--- src/hdl/cpsc_pkg.sv ---
// Types, codes and reset values of the charge port session controller.
package cpsc_pkg;

  localparam int unsigned AddrW = 5;
  localparam int unsigned DataW = 32;

  typedef enum logic [2:0] {
    CMD_TICK  = 3'd0,
    CMD_PULSE = 3'd1,
    CMD_START = 3'd2,
    CMD_STOP  = 3'd3,
    CMD_QUERY = 3'd4
  } cmd_e;

  typedef enum logic [1:0] {
    PCLASS_NONE     = 2'd0,
    PCLASS_OVERLOAD = 2'd1,
    PCLASS_FULL     = 2'd2,
    PCLASS_NORMAL   = 2'd3
  } pclass_e;

  typedef enum logic [1:0] {
    STOP_QUOTA = 2'd0,
    STOP_TIME  = 2'd1,
    STOP_HOST  = 2'd2
  } stop_reason_e;

  typedef enum logic [2:0] {
    REG_OVERLOAD_GAP = 3'd0,
    REG_OVERLOAD_RUN = 3'd1,
    REG_FULL_GAP     = 3'd2,
    REG_FULL_RUN     = 3'd3,
    REG_PULSES_COIN  = 3'd4,
    REG_MS_COIN      = 3'd5,
    REG_REPORT_EVERY = 3'd6
  } reg_idx_e;

  localparam logic [15:0] OverloadGapRst = 16'd100;
  localparam logic [7:0]  OverloadRunRst = 8'd5;
  localparam logic [23:0] FullGapRst     = 24'd60000;
  localparam logic [7:0]  FullRunRst     = 8'd3;
  localparam logic [15:0] PulsesCoinRst  = 16'd100;
  localparam logic [23:0] MsCoinRst      = 24'd3600000;
  localparam logic [7:0]  ReportEveryRst = 8'd10;

  localparam logic [7:0] RunMax = 8'hff;

  typedef struct packed {
    logic [15:0] overload_gap_ms;
    logic [7:0]  overload_run_limit;
    logic [23:0] full_gap_ms;
    logic [7:0]  full_run_limit;
    logic [15:0] pulses_per_coin;
    logic [23:0] ms_per_coin;
    logic [7:0]  report_every_pulses;
  } cfg_t;

  typedef struct packed {
    logic [2:0] cmd;
    logic       session_kind;
    logic [7:0] coins_paid;
  } in_item_t;

  typedef struct packed {
    logic        relay_on;
    logic        port_busy;
    logic        report_valid;
    logic        report_final;
    logic [31:0] pulse_total;
    logic [1:0]  pulse_class;
    logic        stop_valid;
    logic [1:0]  stop_reason;
  } out_item_t;

  // Session unit result for one beat.
  typedef struct packed {
    logic        busy;
    logic        report_valid;
    logic        report_final;
    logic [31:0] pulse_total;
    logic        stop_valid;
    logic [1:0]  stop_reason;
  } sess_res_t;

endpackage

--- src/hdl/cpsc_apb_regs.sv ---
// APB configuration registers of the charge port session controller.
module cpsc_apb_regs (
  input  logic                         clk_i,
  input  logic                         rst_ni,
  input  logic                         psel,
  input  logic                         penable,
  input  logic                         pwrite,
  input  logic [cpsc_pkg::AddrW-1:0]   paddr,
  input  logic [cpsc_pkg::DataW-1:0]   pwdata,
  output logic [cpsc_pkg::DataW-1:0]   prdata,
  output logic                         pready,
  output cpsc_pkg::cfg_t               cfg_o
);

  cpsc_pkg::cfg_t cfg_q;
  logic [2:0]     idx;
  logic           wr_en;

  assign idx    = paddr[4:2];
  assign wr_en  = psel && penable && pwrite;
  assign pready = 1'b1;
  assign cfg_o  = cfg_q;

  always_ff @(posedge clk_i or negedge rst_ni) begin
    if (!rst_ni) begin
      cfg_q.overload_gap_ms     <= cpsc_pkg::OverloadGapRst;
      cfg_q.overload_run_limit  <= cpsc_pkg::OverloadRunRst;
      cfg_q.full_gap_ms         <= cpsc_pkg::FullGapRst;
      cfg_q.full_run_limit      <= cpsc_pkg::FullRunRst;
      cfg_q.pulses_per_coin     <= cpsc_pkg::PulsesCoinRst;
      cfg_q.ms_per_coin         <= cpsc_pkg::MsCoinRst;
      cfg_q.report_every_pulses <= cpsc_pkg::ReportEveryRst;
    end else if (wr_en) begin
      case (idx)
        cpsc_pkg::REG_OVERLOAD_GAP: cfg_q.overload_gap_ms     <= pwdata[15:0];
        cpsc_pkg::REG_OVERLOAD_RUN: cfg_q.overload_run_limit  <= pwdata[7:0];
        cpsc_pkg::REG_FULL_GAP:     cfg_q.full_gap_ms         <= pwdata[23:0];
        cpsc_pkg::REG_FULL_RUN:     cfg_q.full_run_limit      <= pwdata[7:0];
        cpsc_pkg::REG_PULSES_COIN:  cfg_q.pulses_per_coin     <= pwdata[15:0];
        cpsc_pkg::REG_MS_COIN:      cfg_q.ms_per_coin         <= pwdata[23:0];
        cpsc_pkg::REG_REPORT_EVERY: cfg_q.report_every_pulses <= pwdata[7:0];
        default: ;
      endcase
    end
  end

  always_comb begin
    case (idx)
      cpsc_pkg::REG_OVERLOAD_GAP: prdata = {16'd0, cfg_q.overload_gap_ms};
      cpsc_pkg::REG_OVERLOAD_RUN: prdata = {24'd0, cfg_q.overload_run_limit};
      cpsc_pkg::REG_FULL_GAP:     prdata = {8'd0, cfg_q.full_gap_ms};
      cpsc_pkg::REG_FULL_RUN:     prdata = {24'd0, cfg_q.full_run_limit};
      cpsc_pkg::REG_PULSES_COIN:  prdata = {16'd0, cfg_q.pulses_per_coin};
      cpsc_pkg::REG_MS_COIN:      prdata = {8'd0, cfg_q.ms_per_coin};
      cpsc_pkg::REG_REPORT_EVERY: prdata = {24'd0, cfg_q.report_every_pulses};
      default:                    prdata = '0;
    endcase
  end

endmodule

--- src/hdl/cpsc_gap.sv ---
// Millisecond clock and meter pulse gap classifier.
module cpsc_gap (
  input  logic               clk_i,
  input  logic               rst_ni,
  input  logic               fire_i,
  input  logic [2:0]         cmd_i,
  input  cpsc_pkg::cfg_t     cfg_i,
  output logic [1:0]         pulse_class_o
);

  logic [31:0] now_q, now_d;
  logic [31:0] last_q, last_d;
  logic [7:0]  short_q, short_d;
  logic [7:0]  long_q, long_d;
  logic [31:0] gap;

  assign gap = now_q - last_q;

  always_comb begin
    now_d         = now_q;
    last_d        = last_q;
    short_d       = short_q;
    long_d        = long_q;
    pulse_class_o = cpsc_pkg::PCLASS_NONE;
    case (cmd_i)
      cpsc_pkg::CMD_TICK: begin
        now_d = now_q + 32'd1;
      end
      cpsc_pkg::CMD_PULSE: begin
        last_d = now_q;
        if (gap < {16'd0, cfg_i.overload_gap_ms}) begin
          if (short_q != cpsc_pkg::RunMax) short_d = short_q + 8'd1;
          if (short_d > cfg_i.overload_run_limit) begin
            pulse_class_o = cpsc_pkg::PCLASS_OVERLOAD;
            short_d       = '0;
          end
        end else if (gap > {8'd0, cfg_i.full_gap_ms}) begin
          if (long_q != cpsc_pkg::RunMax) long_d = long_q + 8'd1;
          if (long_d > cfg_i.full_run_limit) begin
            pulse_class_o = cpsc_pkg::PCLASS_FULL;
            long_d        = '0;
          end
        end else begin
          // normal gap clears both runs
          short_d       = '0;
          long_d        = '0;
          pulse_class_o = cpsc_pkg::PCLASS_NORMAL;
        end
      end
      default: ;
    endcase
  end

  always_ff @(posedge clk_i or negedge rst_ni) begin
    if (!rst_ni) begin
      now_q   <= '0;
      last_q  <= '0;
      short_q <= '0;
      long_q  <= '0;
    end else if (fire_i) begin
      now_q   <= now_d;
      last_q  <= last_d;
      short_q <= short_d;
      long_q  <= long_d;
    end
  end

endmodule

--- src/hdl/cpsc_session.sv ---
// Session state: pulse quota, coin timer, online reports and stop handling.
module cpsc_session (
  input  logic                  clk_i,
  input  logic                  rst_ni,
  input  logic                  fire_i,
  input  cpsc_pkg::in_item_t    item_i,
  input  cpsc_pkg::cfg_t        cfg_i,
  output cpsc_pkg::sess_res_t   res_o
);

  logic        active_q, active_d;
  logic        online_q, online_d;
  logic [7:0]  coins_q, coins_d;
  logic [31:0] pulses_q, pulses_d;
  logic [7:0]  rep_run_q, rep_run_d;
  logic [31:0] left_q, left_d;
  logic        timer_q, timer_d;
  logic [23:0] quota;
  logic [31:0] start_time;
  logic        stop;

  assign quota      = {16'd0, coins_q} * {8'd0, cfg_i.pulses_per_coin};
  assign start_time = {24'd0, item_i.coins_paid} * {8'd0, cfg_i.ms_per_coin};

  always_comb begin
    active_d  = active_q;
    online_d  = online_q;
    coins_d   = coins_q;
    pulses_d  = pulses_q;
    rep_run_d = rep_run_q;
    left_d    = left_q;
    timer_d   = timer_q;
    stop      = 1'b0;
    res_o     = '0;
    case (item_i.cmd)
      cpsc_pkg::CMD_TICK: begin
        if (timer_q) begin
          if (left_q <= 32'd1) begin
            left_d  = '0;
            timer_d = 1'b0;
            if (active_q && !online_q) begin
              stop              = 1'b1;
              res_o.stop_reason = cpsc_pkg::STOP_TIME;
            end
          end else begin
            left_d = left_q - 32'd1;
          end
        end
      end
      cpsc_pkg::CMD_PULSE: begin
        if (active_q) begin
          pulses_d = pulses_q + 32'd1;
          if (!online_q) begin
            if (pulses_d >= {8'd0, quota}) begin
              stop              = 1'b1;
              res_o.stop_reason = cpsc_pkg::STOP_QUOTA;
            end
          end else begin
            rep_run_d = rep_run_q + 8'd1;
            if (rep_run_d >= cfg_i.report_every_pulses) begin
              rep_run_d          = '0;
              res_o.report_valid = 1'b1;
            end
          end
        end
      end
      cpsc_pkg::CMD_START: begin
        // a start replaces any running session without a stop beat
        active_d = 1'b1;
        online_d = item_i.session_kind;
        coins_d  = item_i.coins_paid;
        pulses_d = '0;
        if (!item_i.session_kind) begin
          left_d  = start_time;
          timer_d = 1'b1;
        end else begin
          left_d  = '0;
          timer_d = 1'b0;
        end
      end
      cpsc_pkg::CMD_STOP: begin
        if (active_q) begin
          stop              = 1'b1;
          res_o.stop_reason = cpsc_pkg::STOP_HOST;
        end
      end
      default: ;
    endcase

    res_o.pulse_total = pulses_d;
    res_o.stop_valid  = stop;
    if (stop) begin
      if (online_d) begin
        res_o.report_valid = 1'b1;
        res_o.report_final = 1'b1;
      end
      active_d = 1'b0;
      online_d = 1'b0;
      coins_d  = '0;
      pulses_d = '0;
      timer_d  = 1'b0;
      left_d   = '0;
    end
    res_o.busy = active_d;
  end

  always_ff @(posedge clk_i or negedge rst_ni) begin
    if (!rst_ni) begin
      active_q  <= 1'b0;
      online_q  <= 1'b0;
      coins_q   <= '0;
      pulses_q  <= '0;
      rep_run_q <= '0;
      left_q    <= '0;
      timer_q   <= 1'b0;
    end else if (fire_i) begin
      active_q  <= active_d;
      online_q  <= online_d;
      coins_q   <= coins_d;
      pulses_q  <= pulses_d;
      rep_run_q <= rep_run_d;
      left_q    <= left_d;
      timer_q   <= timer_d;
    end
  end

endmodule

--- src/hdl/charge_port_session_controller.sv ---
// Charge port session controller: input register, event logic, result register.
//
// Input channel (in_valid_i/in_ready_o/in_data_i) takes one event beat: a 1 ms
// tick, a meter pulse, a session start or a host stop. Every input beat gives
// exactly one result beat on out_valid_o/out_ready_i/out_data_o, in order,
// with relay level, busy flag, report, pulse class and stop fields.
// A beat accepted into the input register passes through the gap and session
// logic into the result register, which drives out_data_o. Throughput is one
// beat per cycle while the receiver takes results, set by the single pass of
// gap and session logic between the input register and the result register.
// When the receiver stalls, the result register holds; one more beat is taken
// into the input register, then in_ready_o drops until the result is taken.
// The APB port sets the seven configuration registers; write them only
// while no beat is in flight.
// Reset clears the ms clock, gap runs and session (relay off, idle) and loads
// the register defaults; no result is pending after reset.
module charge_port_session_controller (
  input  logic                        clk_i,
  input  logic                        rst_ni,
  input  logic                        in_valid_i,
  output logic                        in_ready_o,
  input  cpsc_pkg::in_item_t          in_data_i,
  output logic                        out_valid_o,
  input  logic                        out_ready_i,
  output cpsc_pkg::out_item_t         out_data_o,
  input  logic                        psel,
  input  logic                        penable,
  input  logic                        pwrite,
  input  logic [cpsc_pkg::AddrW-1:0]  paddr,
  input  logic [cpsc_pkg::DataW-1:0]  pwdata,
  output logic [cpsc_pkg::DataW-1:0]  prdata,
  output logic                        pready
);

  cpsc_pkg::cfg_t      cfg;
  cpsc_pkg::in_item_t  in_q;
  cpsc_pkg::out_item_t out_q, out_d;
  cpsc_pkg::sess_res_t sess;
  logic                in_vld_q;
  logic                out_vld_q;
  logic                fire;
  logic [1:0]          pclass;

  // process the held beat when the result register is free or draining
  assign fire       = in_vld_q && (!out_vld_q || out_ready_i);
  assign in_ready_o = !in_vld_q || fire;

  cpsc_apb_regs u_regs (
    .clk_i   (clk_i),
    .rst_ni  (rst_ni),
    .psel    (psel),
    .penable (penable),
    .pwrite  (pwrite),
    .paddr   (paddr),
    .pwdata  (pwdata),
    .prdata  (prdata),
    .pready  (pready),
    .cfg_o   (cfg)
  );

  cpsc_gap u_gap (
    .clk_i         (clk_i),
    .rst_ni        (rst_ni),
    .fire_i        (fire),
    .cmd_i         (in_q.cmd),
    .cfg_i         (cfg),
    .pulse_class_o (pclass)
  );

  cpsc_session u_sess (
    .clk_i  (clk_i),
    .rst_ni (rst_ni),
    .fire_i (fire),
    .item_i (in_q),
    .cfg_i  (cfg),
    .res_o  (sess)
  );

  always_comb begin
    out_d.relay_on     = sess.busy;
    out_d.port_busy    = sess.busy;
    out_d.report_valid = sess.report_valid;
    out_d.report_final = sess.report_final;
    out_d.pulse_total  = sess.pulse_total;
    out_d.pulse_class  = pclass;
    out_d.stop_valid   = sess.stop_valid;
    out_d.stop_reason  = sess.stop_reason;
  end

  always_ff @(posedge clk_i or negedge rst_ni) begin
    if (!rst_ni) begin
      in_vld_q  <= 1'b0;
      out_vld_q <= 1'b0;
    end else begin
      if (in_ready_o) in_vld_q <= in_valid_i;
      if (fire) begin
        out_vld_q <= 1'b1;
      end else if (out_ready_i) begin
        out_vld_q <= 1'b0;
      end
    end
  end

  always_ff @(posedge clk_i) begin
    if (in_valid_i && in_ready_o) in_q <= in_data_i;
    if (fire) out_q <= out_d;
  end

  assign out_valid_o = out_vld_q;
  assign out_data_o  = out_q;

endmodule

--- config.mk ---
export PLATFORM = sky130hd
export DESIGN_NAME = charge_port_session_controller
export DESIGN_NICKNAME = d
export VERILOG_FILES = /design/src/hdl/cpsc_pkg.sv /design/src/hdl/cpsc_apb_regs.sv /design/src/hdl/cpsc_gap.sv /design/src/hdl/cpsc_session.sv /design/src/hdl/charge_port_session_controller.sv
export SDC_FILE = /design/constraint.sdc
export NUM_CORES = 1
export LEC_CHECK = 0
export BUFFER_PORTS_ARGS = -buffer_cell sky130_fd_sc_hd__buf_2
export CORE_MARGIN = 2
export CORE_UTILIZATION = 60
export CTS_CLUSTER_DIAMETER = 100
export DETAILED_ROUTE_END_ITERATION = 7
export GPL_TIMING_DRIVEN = 0
export HOLD_SLACK_MARGIN = 0.06
export PLACE_DENSITY = 0.78
export REMOVE_ABC_BUFFERS = 1
export SYNTH_ARGS = -nofsm -noshare
export SYNTH_HDL_FRONTEND = slang
export SYNTH_SLANG_ARGS = --single-unit
--- constraint.sdc ---
create_clock -name clk_i -period 7.9 [get_ports clk_i]
set_input_delay 0.395 -clock clk_i [delete_from_list [all_inputs] [get_ports clk_i]]
set_output_delay 0.395 -clock clk_i [all_outputs]
set_load 0.1 [all_outputs]
# After elaboration in Yosys (flattened, before gate mapping)
# Cells that the tools add are included.
dict set report op_classes {
  bitwise 1
  multipliers 2
  n_mux 58
  div 0
  n_shift 0
  n_reduce_logical 30
  n_lt_le_gt_ge 7
  n_eq_ne 13
  n_addsub 7
}
# op count
set op_table {}
lappend op_table {{$mux 32} 6}
lappend op_table {{$pmux 24 s7} 1}
lappend op_table {{$pmux 32 s2} 2}
lappend op_table {{$mux 8} 15}
lappend op_table {{$add 32x1->32 const B} 2}
lappend op_table {{$ge 32x24->1} 1}
lappend op_table {{$gt 32x24->1} 1}
lappend op_table {{$le 32x1->1 const B} 1}
lappend op_table {{$lt 32x16->1} 1}
lappend op_table {{$mul 8x24->32} 1}
lappend op_table {{$sub 32x1->32 const B} 1}
lappend op_table {{$sub 32x32->32} 1}
lappend op_table {{$add 8x1->8 const B} 3}
lappend op_table {{$mul 8x16->24} 1}
lappend op_table {{$mux 1} 23}
lappend op_table {{$reduce_and 2->1} 11}
lappend op_table {{$gt 8x8->1} 2}
lappend op_table {{$mux 2} 8}
lappend op_table {{$ne 8x8->1 const B} 2}
lappend op_table {{$eq 3x2->1 const B} 4}
lappend op_table {{$eq 3x3->1 const B} 3}
lappend op_table {{$reduce_and 3->1} 3}
lappend op_table {{$ge 8x8->1} 1}
lappend op_table {{$eq 3x1->1 const B} 2}
lappend op_table {{other kinds (13)} 22}
dict set report word_totals {
  romBits 0
  latch_bits 0
  ram_bits 0
  output_inout_bits 76
  input_bits 56
  n_memories 0
  ff_bits 321
}

# Logic depth before layout (Yosys ltp)
# Gate-level depths: netlist of run 1.
dict set report depth {
  ltp_word 9
  ltp_mapped 34
}

# By module
# A second synthesis of run 1 with hierarchy kept.
dict set report hier_totals {
  cells_unflattened 3146
  area_unflattened_um2 29635.9
}
# mod area_per_inst_um2 instances cells_each
set by_module_without_submodules {}
lappend by_module_without_submodules {cpsc_session 15949.0 1 1907}
lappend by_module_without_submodules {cpsc_gap 6852.8 1 828}
lappend by_module_without_submodules {cpsc_apb_regs 5161.2 1 350}
lappend by_module_without_submodules {charge_port_session_controller 1672.9 1 61}

# Worst setup path before layout of run 1
# Ideal clock, no wire load.
dict set report synth_timing {
  path_type {flip-flop to flip-flop}
  start {register u_sess.coins_q[7]}
  end {register u_sess.left_q[24]}
  synth_period_minus_slack_ns 7.182
  required_ns 7.768
  setup_ns 0.132
  path_stages_with_launch 32
  setup_slack_ns 0.718
  arrival_ns 7.050
  path_buffers 3
  path_cell_list {dfrtp_1 clkbuf_1 nand2_1 fa_1 fa_1 inv_1 fa_1 inv_1 fa_1 inv_1 ha_1 nor2b_1 o21a_1 o41ai_1 o311a_1 a21oi_1 a311oi_1 o21bai_1 a21oi_1 xnor2_1 ha_1 nand4_1 or2_2 o31ai_1 a211oi_1 nand4_1 nand4b_1 o311ai_0 clkbuf_1 clkbuf_1 a21oi_1 o22ai_1}
}
dict set report synth_between {
  elab_chain_cells 8
}
# item line
set synth_lines {}
lappend synth_lines {{from (decl)} cpsc_session.sv:13} ;# logic [7:0] coins_q, coins_d;
lappend synth_lines {{from (signal assigned)} cpsc_session.sv:119} ;# coins_q <= coins_d;
lappend synth_lines {{$mul 8x16->24 (*)} cpsc_session.sv:22} ;# assign quota = {16'd0, coins_q} * {8'd0, cfg_i.pulses_per_coin};
lappend synth_lines {{$ge 32x24->1 (*)} cpsc_session.sv:54} ;# if (pulses_d >= {8'd0, quota}) begin
lappend synth_lines {{$mux 1 (*)} cpsc_session.sv:54}
lappend synth_lines {{$mux 1 (*)} cpsc_session.sv:53} ;# if (!online_q) begin
lappend synth_lines {{$mux 1 (*)} cpsc_session.sv:51} ;# if (active_q) begin
lappend synth_lines {{$pmux 1 s3 (*)} cpsc_session.sv:35} ;# case (item_i.cmd)
lappend synth_lines {{$ne 3x1->1 (no line) / $reduce_bool 3->1 (equally long branches)} --}
lappend synth_lines {{$reduce_and 3->1 (no line)} --}
lappend synth_lines {{to (signal assigned)} cpsc_session.sv:122} ;# left_q <= left_d;
lappend synth_lines {{to (decl)} cpsc_session.sv:16} ;# logic [31:0] left_q, left_d;
# Every way passes the cells marked *; elsewhere a longest branch is shown, timed or not.
# A chain may end at the register's enable or synchronous reset.

# Worst setup path in the final report of run 1
dict set report layout_timing {
  start {register u_sess.coins_q[4]}
  end {register u_sess.left_q[27]}
}
# Same word-level chain as after synthesis.

==> results of run 1 <==
-- critical path: cells and delay by family (launching register included) --
kind | cells | cell delay (ns)
fa+ha+maj | 6 | 2.53
compound gates | 11 | 1.89
simple gates | 9 | 1.69
buf+inv | 6 | 0.69
flops | 1 | 0.54
xor+xnor | 1 | 0.14
-- metal layers --
layer,vias to the layer above,routed length [um]
met1,11800,30700
met4,4,2690
met2,959,36200
li1,11100,-
met5,-,23
met3,183,5440
-- registers in the layout, indices dropped and copies added (netlist names) --
| name | count |
|---|---|
| u_sess.pulses_q | 32 |
| out_valid_o | 1 |
| u_sess.rep_run_q | 8 |
| u_sess.left_q | 32 |
| u_sess.online_q | 1 |
| out_data_o | 40 |
| in_q | 12 |
| u_sess.coins_q | 8 |
| u_sess.active_q | 1 |
| u_sess.timer_q | 1 |
| u_gap.now_q | 32 |
| u_gap.long_q | 8 |
| u_regs.cfg_o | 104 |
| u_gap.last_q | 32 |
| u_gap.short_q | 8 |
| in_vld_q | 1 |
-- stage by stage --
stage / cell area (um2) / power [mW] / util [%] / instances
final: 32200 / 10.4 / 67.3 / 3961
after global routing: 32200 / 11.3 / 67.3 / 3961
after CTS: 31900 / 10.3 / 66.6 / 3938
after detailed placement: 30100 / 8.10 / 62.9 / 3835
after global placement: 29800 / 7.81 / 62.3 / 3821
after floorplan: 28500 / 6.68 / - / 3094
-- repair_timing --
action	in CTS	in global routing
cloned	0	1
hold buffers	24	0
setup buffers	3	20
resized for setup	13	27
endpoints found under the hold margin	93	0
setup endpoints to repair	73	78
pin swaps	1	8
-- final timing paths --
path	from	end
setup / recovery	u_sess.coins_q[4]	u_sess.left_q[27]
hold / removal	pwdata[13]	u_regs.cfg_o[69]
setup reg to reg	u_sess.coins_q[4]	u_sess.left_q[27]
hold reg to reg	u_gap.last_q[31]	u_gap.last_q[31]
max in group asynchronous	rst_ni	u_gap.last_q[25]
min in group asynchronous	rst_ni	u_sess.pulses_q[6]
-- cells by family after synthesis --
kind of cell,after synthesis
muxes,103
buffers and inverters,517
other,2
and+or+nand+nor,1077
DFF,321
xor gates and xnor gates,129
AOI/OAI and AO/OA,661
adders and majority gates,438
-- power by group --
part / leakage (nW) / total [mW] / switching (mW) / internal, mW
Combinational: 10.9 / 5.97 / 3.52 / 2.44
Sequential: 3.95 / 2.37 / 0.395 / 1.98
Clock: 0.715 / 2.08 / 0.810 / 1.27
Total: 15.6 / 10.4 / 4.73 / 5.68
-- area by class of cell --
class	count	area share [%]
clock buffer	51	3.39
clock inverter	25	1.26
inverter	356	4.18
multi-input combinational	2417	59.0
sequential	321	25.9
tap	615	2.39
timing repair buffer	176	3.81
-- cells in the mapped netlist, types with 34 or more instances --
library cell	n
inv_1	355
nor3_1	40
nor2_1	141
ha_1	221
clkbuf_1	139
edfxtp_1	52
xor2_1	55
mux2_2	65
o21ai_0	237
mux2i_1	35
and2_1	194
and3_1	34
nand3_1	82
a21oi_1	132
xnor2_1	74
fa_1	217
nand2_1	425
a21o_1	57
dfrtp_1	239
-- layout by cell type, fill, tap and decap left out, types with 27 or more instances in the layout --
master and instances:
mux2i_1 35, dfrtp_1 231, xnor2_1 74, clkbuf_16 41, nor2_1 137, a22o_1 31, nand3_1 81, dfstp_2 30
nand2b_1 30, a21o_1 57, o21ai_0 234, inv_1 354, mux2_2 65, nand4_1 33, edfxtp_1 52, nor3_1 37
nor2b_1 27, a21oi_1 131, xor2_1 55, ha_1 221, and2_1 194, nand2_1 423, buf_2 114, and3_1 34
fa_1 217
==> impl_results.md, run 1 <==
- Worst stage delay on the critical path: 0.55 ns
- Type of the worst setup path: register to register
- Yosys cell types: 85
- CTS tree: yes
- Max Clock Skew: 0.0289 ns
- Asr flop ratio synth: 83.8%
- R2R Setup Slk: 0.33 ns
- Fillers: 3,659
- Syn avg cell area: 8.97 um2
- Antenna cell count: 0
- Max_slew headroom: 9.29%
- Routability congestion estimate: 0.909
- Register area: 8350 um2
- GRT met1 Usage: 38.7%
- CTS root buf: clkbuf_16
- Initial Utilization: 60.9%
- DRT antenna net count: 0
- Initial antenna violation count: 2
- H-tree depth: 2
- Post-synth EDFFs: 52
- Clk Latency, worst-skew pair: 0.60 ns
- Max Fclk: 132 MHz
- Ys Warns: 0
- Vias in the first global route: 24,700
- Mux contribution to synthesized area: 3.95%
- Outcome: finished, final reports clean
- Final Hold Fails: 0
- Drt drc: 0
- Startpoint types: register
- Detailed Route WL: 75,100 um
- WP data arrival: 8.07 ns
- CTS clk-pin slew, worst paths: 0.06 ns
- R2R depth: 33
- Tightest Hold Check Type: input pin to register
- Leakage power: 15.6 nW
- Simple-gate area share of the yosys netlist: 18.0%
- Die height: 224 um
- Die Span X: 224 um
- Synth area leader: dfrtp_1
- Setup violations, final: 0
- Max Cap Violations: 0
- CP required: 8.41 ns
- Most used flip-flop cell after synthesis: dfrtp_1
- Routed length per instance: 19.0 um
- Num CTS Buffers: 41
- Share of the synthesized area in the top cell type: 20.5%
- Initial DRT Pass Iterations: 5
- Critical path peak fanout: 37
- Met3 Use GR: 5.41%
- Synth Area in XOR/XNOR: 3.88%
- Post-synthesis register bit count: 321
- Vias per cell: 6.06
- Slowest CP cell: fa_1
- Cell Area, Synth: 29,100 um2
- Vias post-DR: 24,000
- P per Cell Area: 323 nW/um2
- Clk sink count: 321
- Final period util: 95.8%
- # rows: 80
- Max-slew violation count: 0
- Proportion of layout cells with a drive suffix above 1: 11.4%
- Die area: 50,300 um2
- Post-synthesis compound-gate area fraction: 14.3%
- Post-synthesis sequential area ratio: 28.6%
- Crit path top cell by count: fa_1
- Setup TNS: 0 ns
- WHS Path Cells: 3
- Syn Inst Count: 3,248
- Io pins: 132
- Area of the multi-input gates: 19,000 um2
- Pin count of the biggest net entering global routing: 107
- Total track usage: 30.3%
- Setup WS pre-CTS: -0.672 ns
- Largest vdd supply drop: 0.213 mV
- Least-Margin Pin Slew: 1.36 ns
- HPWL after DPL: 55,200 um
- Layout Nets: 3,807
- Largest family of logic cells by synthesized area: adder cells
- Syn-to-layout area delta: 10.6%
- Remaining Overflow, GRT: 0
- Global-route wire length before repair: 124,000 um
- Port bufs: 112
- Min Hold Slack: 0.0960 ns
- GRT met2 Usage: 51.2%
- Clock period minus worst slack: 7.57 ns
- Core area: 47,800 um2
- Max clock buf depth: 3
- Worst setup EP type: register
- Number of DRC violations after detailed-routing iteration 0: 1,746
- GR peak layer: met2
- Final setup margin: 0.331 ns
- Adder-cell share of the synthesized area: 24.4%
- Largest cells by area after synthesis: dfrtp_1 (21%), fa_1 (15%), ha_1 (9.5%)
No activity file was read; power rests on OpenSTA's default activity.
==> run 2, diff against run 1 <==
- CTS_CLUSTER_DIAMETER: 100 -> unset
- RECOVER_POWER: unset -> 50
==> run 2 against run 1 <==
Compared with the run above: the flow now finishes with violations (max-capacitance violations, max-slew violations); sequential cell count did not move; power rose by 0.25%; via count rose by 0.74%; utilization fell by 0.43 points; largest power group unchanged.
==> impl_results.md, run 2 (same netlist as run 1, synthesis figures left out) <==
- Layout Nets: 3,804 (-0.079%)
- Max Cap Violations: 4 (+4)
- WHS Path Cells: 3 (unchanged)
- Max reg flops: 104 (unchanged)
- Slowest CP cell: fa_1
- Pin count of the biggest net entering global routing: 107 (unchanged)
- Sw Pwr: 4.75 mW (+0.47%)
- Io pins: 132 (unchanged)
- Initial antenna violation count: 1 (-1)
- Total track usage: 30.3% (+0.048 points)
- Port bufs: 112 (unchanged)
- Placed Instances: 3,835 (unchanged)
- H-tree depth: 2 (unchanged)
- Leading cell types in the layout, fill and taps excluded: nand2_1 (421), inv_1 (354), o21ai_0 (234), dfrtp_1 (230), ha_1 (220)
- GRT met2 Usage: 51.8% (+0.55 points)
- Vias per cell: 6.12 (+0.86%)
- Clk sink count: 321 (unchanged)
- DRT antenna net count: 0 (unchanged)
- Routability congestion estimate: 0.909 (unchanged)
- CTS root buf: clkbuf_16
- Num CTS Buffers: 40 (-2.4%)
- Vias in the first global route: 24,700 (-0.057%)
- Max clock buf depth: 3 (unchanged)
- Worst setup EP type: register
- Most common cell after layout, fill and taps aside: nand2_1
- Max_slew headroom: -150% (-160 points)
- Max-slew violation count: 242 (+242)
- Clk Latency, worst-skew pair: 0.60 ns (about the same)
- Tightest Hold Check Type: input pin to register
- Drt drc: 0 (unchanged)
- Type of the worst setup path: register to register
- Startpoint types: register
- Outcome: finished, violations left
- # rows: 80 (unchanged)
- Failing checks: max-capacitance violations, max-slew violations
- Register area: 8350 um2 (about the same)
- WP data arrival: 8.01 ns (-0.06 ns)
- Least-Margin Pin Slew: 3.75 ns (+2.39 ns)
- Area of the multi-input gates: 19,000 um2 (about the same)
- Clk pwr share: 19.8% (about the same)
- Setup TNS: 0 ns (unchanged)
- Initial Utilization: 60.9% (unchanged)
- Power share of the combinational group: 57.5% (+0.2 points)
- GRT met1 Usage: 38.7% (+0.050 points)
- CP required: 8.37 ns (-0.04 ns)
- Leakage power: 15.4 nW (-1.5%)
- CTS tree: yes
- Worst stage delay on the critical path: 0.54 ns (about the same)
- Max Clock Skew: 0.0260 ns (-0.00287 ns)
- CTS clk-pin slew, worst paths: 0.06 ns (about the same)
- Switching part of the total power: 45.5% (+0.10 points)
- Clock period minus worst slack: 7.54 ns (-0.0284 ns)
- Proportion of layout cells with a drive suffix above 1: 9.64% (-1.8 points)
- Crit path top cell by count: fa_1
- Initial DRT Pass Iterations: 5 (unchanged)
- Largest vdd supply drop: 0.210 mV (-1.8%)
- Die Span X: 224 um (unchanged)
- Share of power burned in registers: 22.8% (about the same)
- Final Power: 10.4 mW (+0.25%)
- Remaining Overflow, GRT: 0 (unchanged)
- Detailed Route WL: 76,100 um (+1.3%)
- Routed length per instance: 19.2 um (+1.4%)
- Max Fclk: 133 MHz (+0.38%)
- Fillers: 3,723 (+1.7%)
- Core area: 47,800 um2 (unchanged)
- HPWL after DPL: 55,200 um (unchanged)
- Antenna cell count: 0 (unchanged)
- Setup violations, final: 0 (unchanged)
- Global-route wire length before repair: 124,000 um (+0.11%)
- Die area: 50,300 um2 (unchanged)
- Non-Filler Instances: 3,956 (-0.13%)
- Critical path peak fanout: 14 (-62%)
- Number of DRC violations after detailed-routing iteration 0: 1,867 (+6.9%)
- Int Power: 5.69 mW (about the same)
- Final period util: 95.5% (-0.36 points)
- Met3 Use GR: 4.79% (-0.61 points)
- GR peak layer: met2
- Final Hold Fails: 0 (unchanged)
- Die height: 224 um (unchanged)
- Vias post-DR: 24,200 (+0.74%)
- R2R depth: 31 (-6.1%)
- P per Cell Area: 326 nW/um2 (+0.89%)
- Syn-to-layout area delta: 9.89%
run 2: changes by cell type in the layout (fill, tap and decap cells not counted), moves of 2 or more:
| cell | previous run | this run |
|---|---|---|
| nand2_1 | 423 | 421 |
| buf_8 | 3 | 1 |
| buf_4 | 26 | 23 |
| clkbuf_2 | 0 | 2 |
| nor4_2 | 2 | 0 |
| fa_1 | 217 | 215 |
| clkbuf_1 | 7 | 64 |
| nand2_2 | 2 | 4 |
| nor4_1 | 10 | 12 |
| buf_2 | 114 | 63 |
| fa_2 | 0 | 2 |
| buf_16 | 3 | 1 |
| nor2_1 | 137 | 139 |
run 2: stage by stage:
stage	utilization, %	instance area, um2	hold slack, ns	setup slack, ns
6_report	66.9	32000	0.0951	0.359
3_5_place_dp	62.9	30100	0.384	-0.672
4_1_cts	66.6	31900	0.0624	0.0331
5_1_grt	66.9	32000	0.106	-0.0165
2_1_floorplan	-	28500	0.0994	-0.133
3_3_place_gp	62.3	29800	0.471	-2.29
run 2: per-layer routing:
metal / vias to the layer above / share of wire [%]
met4: 2 / 3.8
met5: - / 0.020
met2: 1087 / 48
met1: 11800 / 40
li1: 11100 / -
met3: 204 / 7.7
run 2: power groups by stage:
stage	clock network, mW	registers [mW]	logic [mW]
final	2.06	2.37	6.00
after global routing	2.15	2.41	6.72
after CTS	2.08	2.36	5.82
after detailed placement	0	2.39	5.71
after global placement	0	2.37	5.43
after floorplan	0	2.34	4.34
run 2: what timing repair did:
| item | 4_1_cts | 5_1_grt |
|---|---|---|
| pin swaps | 1 | 9 |
| hold buffers | 23 | 0 |
| hold endpoints to repair | 90 | 0 |
| gates cloned | 0 | 1 |
| setup buffers | 2 | 22 |
| resized for setup | 14 | 29 |
| setup endpoints to repair | 75 | 61 |
run 2: layout make-up:
cell class | count | share of cell area, %
repair buffers | 174 | 3.30
flip-flops and latches | 321 | 26.1
clock inverters | 23 | 1.33
multi-input cells | 2417 | 59.4
inverters | 356 | 4.20
well taps | 615 | 2.40
clock buffers | 50 | 3.31
run 2: worst paths after layout:
kind	to	start	slack, ns
setup / recovery	u_sess.left_q[31]	u_sess.coins_q[4]	0.36
hold / removal	u_regs.cfg_o[67]	pwdata[11]	0.1
setup reg to reg	u_sess.left_q[31]	u_sess.coins_q[4]	0.36
hold reg to reg	u_gap.last_q[0]	u_gap.last_q[0]	0.51
max in group asynchronous	u_sess.coins_q[4]	rst_ni	1.85
min in group asynchronous	u_sess.pulses_q[6]	rst_ni	1.65
run 2: worst max-delay path, delay by kind of cell (launching register included):
kind            cells  cell delay (ns)
fa+ha+maj           6             2.55
compound gates     13             2.48
simple gates        7             1.21
flops               1             0.52
buf+inv             4             0.52
xor+xnor            1             0.09
